==> src/rtl/hcd_pkg.sv <==
// Shared types and constants for the chunked body decoder.
package hcd_pkg;

    localparam int SIZE_BITS = 32;

    localparam logic [7:0] CHAR_CR = 8'h0D;
    localparam logic [7:0] CHAR_LF = 8'h0A;

    localparam logic [1:0] SKIP_COUNT = 2'd2;

    typedef enum logic [2:0] {
        PH_SIZE = 3'd0,
        PH_DATA = 3'd1,
        PH_SKIP = 3'd2,
        PH_DONE = 3'd3,
        PH_ERR  = 3'd4
    } phase_t;

    typedef struct packed {
        logic       payload_valid;
        logic [7:0] payload_byte;
        logic       stream_done;
        logic       stream_error;
    } result_t;

    typedef struct packed {
        logic       is_hex;
        logic [3:0] value;
    } hex_t;

    function automatic hex_t hex_decode(input logic [7:0] c);
        hex_t h;
        h.is_hex = 1'b0;
        h.value  = 4'd0;
        if (c >= 8'h30 && c <= 8'h39) begin
            h.is_hex = 1'b1;
            h.value  = 4'(c - 8'h30);
        end else if (c >= 8'h61 && c <= 8'h66) begin
            h.is_hex = 1'b1;
            h.value  = 4'(c - 8'h57);
        end else if (c >= 8'h41 && c <= 8'h46) begin
            h.is_hex = 1'b1;
            h.value  = 4'(c - 8'h37);
        end
        return h;
    endfunction

endpackage

==> src/rtl/hcd_parser.sv <==
// Per-byte chunk parser: state registers and the result for the current word.
module hcd_parser (
    input  logic             aclk,
    input  logic             aresetn,
    input  logic             step,
    input  logic [7:0]       in_byte,
    output hcd_pkg::result_t result
);

    localparam int SB = hcd_pkg::SIZE_BITS;

    hcd_pkg::phase_t phase_reg, phase_next;
    logic [SB-1:0]   size_accum_reg, size_accum_next;
    logic            digit_seen_reg, digit_seen_next;
    logic            line_bad_reg, line_bad_next;
    logic            pending_cr_reg, pending_cr_next;
    logic [SB-1:0]   bytes_left_reg, bytes_left_next;
    logic [1:0]      skip_left_reg, skip_left_next;

    hcd_pkg::hex_t   hex;
    logic            bad;
    logic [SB-1:0]   left_dec;
    logic [1:0]      skip_dec;

    assign hex      = hcd_pkg::hex_decode(in_byte);
    assign left_dec = bytes_left_reg - SB'(1);
    assign skip_dec = skip_left_reg - 2'd1;

    always_comb begin
        phase_next      = phase_reg;
        size_accum_next = size_accum_reg;
        digit_seen_next = digit_seen_reg;
        line_bad_next   = line_bad_reg;
        pending_cr_next = pending_cr_reg;
        bytes_left_next = bytes_left_reg;
        skip_left_next  = skip_left_reg;
        bad             = line_bad_reg;
        unique case (phase_reg)
            hcd_pkg::PH_SIZE: begin
                if (pending_cr_reg && in_byte == hcd_pkg::CHAR_LF) begin
                    if (line_bad_reg || !digit_seen_reg) begin
                        phase_next = hcd_pkg::PH_ERR;
                    end else if (size_accum_reg == '0) begin
                        phase_next = hcd_pkg::PH_DONE;
                    end else begin
                        bytes_left_next = size_accum_reg;
                        phase_next      = hcd_pkg::PH_DATA;
                    end
                    size_accum_next = '0;
                    digit_seen_next = 1'b0;
                    line_bad_next   = 1'b0;
                    pending_cr_next = 1'b0;
                end else begin
                    if (pending_cr_reg) begin
                        bad = 1'b1;
                    end
                    pending_cr_next = 1'b0;
                    if (in_byte == hcd_pkg::CHAR_CR) begin
                        pending_cr_next = 1'b1;
                    end else if (!hex.is_hex) begin
                        bad = 1'b1;
                    end else begin
                        digit_seen_next = 1'b1;
                        if (!bad) begin
                            if (size_accum_reg[SB-1:SB-4] != 4'd0) begin
                                bad = 1'b1;
                            end else begin
                                size_accum_next = {size_accum_reg[SB-5:0], hex.value};
                            end
                        end
                    end
                    line_bad_next = bad;
                end
            end
            hcd_pkg::PH_DATA: begin
                bytes_left_next = left_dec;
                if (left_dec == '0) begin
                    phase_next     = hcd_pkg::PH_SKIP;
                    skip_left_next = hcd_pkg::SKIP_COUNT;
                end
            end
            hcd_pkg::PH_SKIP: begin
                skip_left_next = skip_dec;
                if (skip_dec == 2'd0) begin
                    phase_next      = hcd_pkg::PH_SIZE;
                    size_accum_next = '0;
                    digit_seen_next = 1'b0;
                    line_bad_next   = 1'b0;
                    pending_cr_next = 1'b0;
                end
            end
            hcd_pkg::PH_DONE, hcd_pkg::PH_ERR: begin
            end
            default: begin
                phase_next = hcd_pkg::PH_ERR;
            end
        endcase
    end

    always_comb begin
        result.payload_valid = (phase_reg == hcd_pkg::PH_DATA);
        result.payload_byte  = (phase_reg == hcd_pkg::PH_DATA) ? in_byte : 8'd0;
        result.stream_done   = (phase_next == hcd_pkg::PH_DONE);
        result.stream_error  = (phase_next == hcd_pkg::PH_ERR);
    end

    always_ff @(posedge aclk) begin
        if (!aresetn) begin
            phase_reg      <= hcd_pkg::PH_SIZE;
            size_accum_reg <= '0;
            digit_seen_reg <= 1'b0;
            line_bad_reg   <= 1'b0;
            pending_cr_reg <= 1'b0;
            bytes_left_reg <= '0;
            skip_left_reg  <= 2'd0;
        end else if (step) begin
            phase_reg      <= phase_next;
            size_accum_reg <= size_accum_next;
            digit_seen_reg <= digit_seen_next;
            line_bad_reg   <= line_bad_next;
            pending_cr_reg <= pending_cr_next;
            bytes_left_reg <= bytes_left_next;
            skip_left_reg  <= skip_left_next;
        end
    end

endmodule

==> src/rtl/http_chunked_decoder.sv <==
// Chunked body decoder top level: parser plus registered result word.
//
//   channel | dir | ports                                    | handshake
//   s_      | in  | s_in_byte                                | s_valid / s_ready
//   m_      | out | m_payload_valid m_payload_byte           | m_valid / m_ready
//           |     | m_stream_done m_stream_error             |
//
// One word per cycle while m_ready does not stall; its result appears in the output
// register in the cycle after acceptance. The parser state update and the result
// register close in the same cycle, so the per-byte state machine sets the rate.
// Reset (aresetn low, synchronous) returns to the size line and empties the
// result register. s_ready stays high while the result register is empty or
// being drained; a stalled m_ready holds the result and stops intake.
module http_chunked_decoder (
    input  logic       aclk,
    input  logic       aresetn,
    input  logic       s_valid,
    output logic       s_ready,
    input  logic [7:0] s_in_byte,
    output logic       m_valid,
    input  logic       m_ready,
    output logic       m_payload_valid,
    output logic [7:0] m_payload_byte,
    output logic       m_stream_done,
    output logic       m_stream_error
);

    logic             accept;
    hcd_pkg::result_t result;
    hcd_pkg::result_t out_reg;
    logic             m_valid_reg, m_valid_next;

    assign s_ready = !m_valid_reg || m_ready;
    assign accept  = s_valid && s_ready;

    hcd_parser u_parser (
        .aclk    (aclk),
        .aresetn (aresetn),
        .step    (accept),
        .in_byte (s_in_byte),
        .result  (result)
    );

    always_comb begin
        m_valid_next = m_valid_reg;
        if (accept) begin
            m_valid_next = 1'b1;
        end else if (m_ready) begin
            m_valid_next = 1'b0;
        end
    end

    always_ff @(posedge aclk) begin
        if (!aresetn) begin
            m_valid_reg <= 1'b0;
        end else begin
            m_valid_reg <= m_valid_next;
        end
    end

    always_ff @(posedge aclk) begin
        if (accept) begin
            out_reg <= result;
        end
    end

    assign m_valid         = m_valid_reg;
    assign m_payload_valid = out_reg.payload_valid;
    assign m_payload_byte  = out_reg.payload_byte;
    assign m_stream_done   = out_reg.stream_done;
    assign m_stream_error  = out_reg.stream_error;

    a_flags_exclusive: assert property (@(posedge aclk) disable iff (!aresetn)
        m_valid |-> !(m_stream_done && m_stream_error))
        else $error("done and error both set");

    a_no_payload_after_end: assert property (@(posedge aclk) disable iff (!aresetn)
        (m_valid && m_payload_valid) |-> (!m_stream_done && !m_stream_error))
        else $error("payload word with end flag set");

    a_done_sticky: assert property (@(posedge aclk) disable iff (!aresetn)
        (m_valid && m_stream_done) |=> m_stream_done)
        else $error("done flag dropped");

    a_error_sticky: assert property (@(posedge aclk) disable iff (!aresetn)
        (m_valid && m_stream_error) |=> m_stream_error)
        else $error("error flag dropped");

    a_accept_fills: assert property (@(posedge aclk) disable iff (!aresetn)
        accept |=> m_valid)
        else $error("accepted word produced no result");

endmodule
==> config.mk <==
export PLATFORM = sky130hd
export DESIGN_NAME = http_chunked_decoder
export DESIGN_NICKNAME = d
export VERILOG_FILES = /design/src/rtl/hcd_pkg.sv /design/src/rtl/hcd_parser.sv /design/src/rtl/http_chunked_decoder.sv
export SDC_FILE = /design/constraint.sdc
export NUM_CORES = 1
export LEC_CHECK = 0
export BUFFER_PORTS_ARGS = -buffer_cell sky130_fd_sc_hd__buf_2
export CAP_MARGIN = 15
export CELL_PAD_IN_SITES_DETAIL_PLACEMENT = 0
export CELL_PAD_IN_SITES_GLOBAL_PLACEMENT = 1
export CORE_ASPECT_RATIO = 0.8
export CORE_MARGIN = 1.5
export CORE_UTILIZATION = 46
export DETAILED_ROUTE_END_ITERATION = 8
export HOLD_SLACK_MARGIN = 0.02
export PLACE_DENSITY = 0.87
export SLEW_MARGIN = 20
export SYNTH_ARGS = -nofsm -noshare
export SYNTH_HDL_FRONTEND = slang
export SYNTH_SLANG_ARGS = --single-unit
==> constraint.sdc <==
create_clock -name aclk -period 3.4 [get_ports aclk]
set_input_delay 0 -clock aclk [delete_from_list [all_inputs] [get_ports aclk]]
set_output_delay 0 -clock aclk [all_outputs]
set_load 0.01 [all_outputs]
== Word level (Yosys, flattened, before mapping) ==
Index checks and enable logic that the tools add are counted.
Cells by class
  $add $sub $neg: 5
  order comparisons: 6
  equality and inequality tests: 17
  mux-type cells: 41
  reductions and logical operators: 24
Operators with widths (number)
  32-bit two-way mux: 9
  32-bit one-hot mux with 2 select lines: 2
  32-bit logical NOT: 2
  32-bit by 1-bit subtractor with 32-bit output (second input constant): 1
  8-bit by 4-bit == test with 1-bit output (second input constant): 2
  8-bit by 7-bit greater-or-equal comparator with 1-bit output (second input constant): 2
  8-bit by 7-bit <= comparator with 1-bit output (second input constant): 2
  1-bit two-way mux: 16
  5-bit two-way mux: 3
  3-bit two-way mux: 4
  3-bit one-hot mux with 4 select lines: 1
  5-bit AND reduction: 2
  3-bit by 2-bit == test with 1-bit output (second input constant): 3
  3-bit by 2-bit != test with 1-bit output (second input constant): 3
  8-bit by 6-bit greater-or-equal comparator with 1-bit output (second input constant): 1
  8-bit by 6-bit <= comparator with 1-bit output (second input constant): 1
  2-bit nonzero test: 4
  4-bit by 3-bit subtractor with 4-bit output (second input constant): 2
  7-bit AND reduction: 1
  3-bit == test (second input constant): 2
  2-bit by 1-bit != test with 1-bit output (second input constant): 3
  1-bit one-hot mux with 2 select lines: 3
  3-bit AND reduction: 2
  1-bit logical AND: 5
  13 further kinds: 17
Word-level totals
  register bits: 84
  input bits: 12
  output and inout bits: 13
  logic and storage cells: 105

== Logic depth before layout (Yosys ltp) ==
  word-level depth: 11
  gate-level depth with buffers: 10
  mapped depth without buffers: 9

== By module ==
A second synthesis with hierarchy kept.
Unflattened totals
  cells, all modules: 596
  area total of the unflattened synthesis: 4893.4 µm²
By module, submodules not included
  hcd_parser: instances 1, cells each 580, area each 4505.6 µm², sequential area each 1441.4 µm²
  http_chunked_decoder: instances 1, cells each 16, area each 387.9 µm², sequential area each 350.3 µm²

== Worst setup path after synthesis ==
No wires, ideal clock.
  path type: reg-to-reg
  from: register u_parser.bytes_left_reg[16]
  to: register u_parser.skip_left_reg[0]
  setup time: 0.116 ns
  data arrival time: 2.482 ns
  required time: 3.284 ns
  slack: 0.802 ns
  cell stages (with the launch flop): 9
  path buffers: 1
  period minus slack after synthesis: 2.598 ns
  cells stage by stage: dfxtp_1 buf_2 or4_1 nand4b_1 or3_1 xnor2_1 nor4_2 nand4bb_4 a41o_1
Between the ends
  cells in the longest elaborated chain, start to end: 4
RTL lines
  from (decl): line hcd_parser.sv:17  | logic [SB-1:0] bytes_left_reg, bytes_left_next;
  from (signal assigned): line hcd_parser.sv:122  | bytes_left_reg <= bytes_left_next;
  32-bit by 1-bit subtractor with 32-bit output: line hcd_parser.sv:26  | assign left_dec = bytes_left_reg - SB'(1);
  32-bit logical NOT: line hcd_parser.sv:77  | if (left_dec == '0) begin
  2-bit by 1-bit != test with 1-bit output (no source line)
  3-bit AND reduction (no source line)
  to (signal assigned): line hcd_parser.sv:123  | skip_left_reg <= skip_left_next;
  to (decl): line hcd_parser.sv:18  | logic [1:0] skip_left_reg, skip_left_next;
Every way passes these cells.
A chain may end at the register's enable or synchronous reset.

== Worst setup path in the final report ==
  from: register u_parser.bytes_left_reg[0]
  to: register u_parser.phase_reg[0]
Between the ends
  cells in the longest elaborated chain, start to end: 4
RTL lines
  32-bit by 1-bit subtractor with 32-bit output: line hcd_parser.sv:26
  32-bit logical NOT: line hcd_parser.sv:77
  3-bit two-way mux: line hcd_parser.sv:77
  3-bit one-hot mux with 4 select lines: line hcd_parser.sv:38  | unique case (phase_reg)
  to (signal assigned): line hcd_parser.sv:109  | phase_reg <= hcd_pkg::PH_SIZE;
  to (signal assigned): line hcd_parser.sv:117  | phase_reg <= phase_next;
  to (decl): line hcd_parser.sv:12  | hcd_pkg::phase_t phase_reg, phase_next;
Every way passes these cells.

==> out/metrics.yaml <==
run_status:
  outcome: "finished, final reports clean"
routing:
  dr.pass1.iters: 5
  drc_errors: 0
  ant_nets: 0
  drt_iter0_drc: 448
  wl_um: 12700
  via_per_inst: 6.02
  wl_per_cell_um: 16.8
  via_count: 4566
final_layout:
  final_util: 0.541
  layout-drive-gt1-share: 0.121
  fin_nets: 636
  nFillCells: 931
  area.growth.synth_to_final_pct: 12.2
  num_antenna_cells: 0
critical_path:
  cp-end-kind: "flip-flop"
  crit_end: "u_parser.phase_reg[0]$_SDFFE_PN0P_"
  worstSetupPathType: "reg2reg"
  crit_path_start_kind: "flip-flop"
  crit_slowest_cell: "or4b_4"
  required_ns: 3.62
  cp_max_fo: 8
  crit_chain: "inv_1 -> ha_1 -> or4b_4 -> o21ai_0 -> nor3b_1 -> nand4_1 -> nor4_2 -> nor4b_1 -> a31oi_1"
  slowest_delay_ns: 0.52
  critPathArrivalTime_ns: 3.13
  reg2reg_from: "u_parser.bytes_left_reg[0]$_SDFFE_PN0P_"
  r2r-end: "u_parser.phase_reg[0]$_SDFFE_PN0P_"
  worst-r2r-cell-count: 9
  regToRegSetupSlack_ns: 0.50
  critical_path.startpoint: "u_parser.bytes_left_reg[0]$_SDFFE_PN0P_"
synth:
  synth_edf_count: 11
  ys_ff_latch: 84
  seq_area_frac_synth: 0.379
  syn_area_um2: 4730
  syn_inst: 608
  ys_types: 65
  yosys.area.top_type_share: 0.309
  postSynth.asyncResetShare: 0
  synth_ff_type: "dfxtp_1"
  synth_area_leader_cell: "dfxtp_1"
  yosysWarnings: 0
  synthTopCellsByArea: "dfxtp_1 31%, a21oi_1 7.6%, edfxtp_1 7.0%"
  synth_common_cells: "82 x nand2_1, 73 x dfxtp_1, 72 x a21oi_1"
  syn-num-nets: 627
  syn_avg_cell_area_um2: 7.78
  yosys.cell_count.top_type: "nand2_1"
sta:
  drv_slew: 0
  finalSetupViolCount: 0
  max_freq_ghz: 0.344
  relSlewSlack: 0.512
  skew_ns: 0.00829
  min_period_over_period: 0.854
  fin_crit_ns: 2.90
  tns_ns: 0
  worstMarginPinSlew_ns: 0.733
  grt_setup_unrepaired: "no"
  hold_viol: 0
power:
  p_leak_uw: 0.00201
  ir_drop_mv: 0.289
  p_per_area_nw_per_um2: 403
clocking:
  cts_buffer_depth: 2
  cts_sinks: 84
  clk_pin_slew_ns: 0.06
  ctsResizeCount: 0
  numCtsBuffers: 9
  cts_setup_buffers: 0
  cts_root_buffer: "clkbuf_16"
  htree_levels: 3
  worstSkewPairLatency_ns: 0.35
  cts_tree: "yes"
floorplanning:
  boundaryPins: 25
  fp.dieArea_um2: 10900
  row_count: 32
  start_util: 0.482
  core-area_um2: 9810
  fp.dieW_um: 116
  fp.dieH_um: 93.7
global_route:
  first_global_vias: 4138
  grt_pass1_wl_um: 21300
  grt.total_usage: 0.250
  grt_max_degree: 70
  grt-ovfl-total: 0
  antenna_found_initial: 0
flow_run:
  drv_cap: 0
placement:
  gp_congestion: 0.888
  numPortBuffers: 24
  dp_hpwl_um: 8630
min_path:
  min_from: "aresetn"
  holdPathStages: 2
  min_path_type: "in2reg"
==> layout make-up <==
cell class	count	area (um2)	share of cell area
multi-input combinational	466	2720	0.512
sequential	84	1790	0.337
timing repair buffer	42	278	0.0523
clock buffer	11	264	0.0497
tap	136	170	0.0320
inverter	14	52.6	0.00990
clock inverter	5	37.5	0.00707
==> metrics by stage <==
stage	cells	power (uW)	setup WS [ns]	area (um2)	hold WS (ns)
global route	758	2200	0.195	5310	0.0588
finish	758	2140	0.496	5310	0.0529
global placement	738	1160	0.659	4970	0.245
detailed placement	738	1160	0.525	4970	0.264
CTS	758	2150	0.525	5310	0.0434
floorplan	608	1120	0.802	4730	0.129
==> per-layer routing <==
layer,global-route usage,vias to the layer above,part of all wire
met4,0.0803,0,0.018
met5,0,-,0
met2,0.388,164,0.46
li1,-,2226,-
met1,0.352,2158,0.46
met3,0.0426,18,0.061
==> power breakdown <==
| group | switching, uW | internal, uW | total, uW |
|---|---|---|---|
| registers | 7.18 | 1020 | 1020 |
| clock network | 427 | 567 | 994 |
| logic | 82.8 | 37.9 | 121 |
| total | 517 | 1620 | 2140 |
==> how the worst min path moves through the flow <==
stage	slack, ns	endpoint
after floorplan	0.13	m_valid$_SDFFE_PN0P_
after global placement	0.24	m_valid$_SDFFE_PN0P_
after detailed placement	0.26	m_valid$_SDFFE_PN0P_
after CTS	0.04	u_parser.phase_reg[2]$_SDFFE_PN0P_
after global routing	0.06	u_parser.phase_reg[2]$_SDFFE_PN0P_
final	0.05	u_parser.phase_reg[2]$_SDFFE_PN0P_
==> timing repair <==
action                                  CTS  global route
hold endpoints to repair                  3             0
endpoints found under the setup margin    0             0
hold buffers                              4             0
==> critical path: cells and delay by family (launching register included) <==
family / cells / cell delay, ns
buf+inv: 1 / 0.10
compound gates: 2 / 0.26
flops: 1 / 0.37
simple gates: 5 / 1.76
fa+ha+maj: 1 / 0.28
==> cell usage in the layout, fill, tap and decap left out, types with 3 or more instances in the layout <==
cell type,instances
nand2_1,81
or4_1,3
o211ai_1,3
nor4_4,3
dlygate4sd3_1,4
a31oi_1,9
nor4_1,13
nor2b_1,5
nor3_1,19
nor2_1,59
nand2b_1,4
buf_4,13
nand4_1,7
o41ai_1,4
ha_1,7
a22oi_1,10
inv_6,3
nand3_1,39
edfxtp_1,11
xor2_1,3
a21oi_1,72
o31ai_1,10
dfxtp_1,73
buf_2,24
and3_1,8
nor4b_1,4
o21ai_0,38
or3_1,8
inv_1,12
and2_1,5
nand3b_1,5
clkbuf_16,10
xnor2_1,5
==> cells by family after synthesis <==
| kind of cell | Yosys count | synth area share |
|---|---|---|
| mux | 2 | 0.00423 |
| buf+inv | 58 | 0.0489 |
| simple gates | 280 | 0.313 |
| flops | 84 | 0.379 |
| compound gates | 169 | 0.222 |
| fa+ha+maj | 7 | 0.0185 |
| xor+xnor | 8 | 0.0148 |
Note: power is estimated with default switching activity, not from simulation.
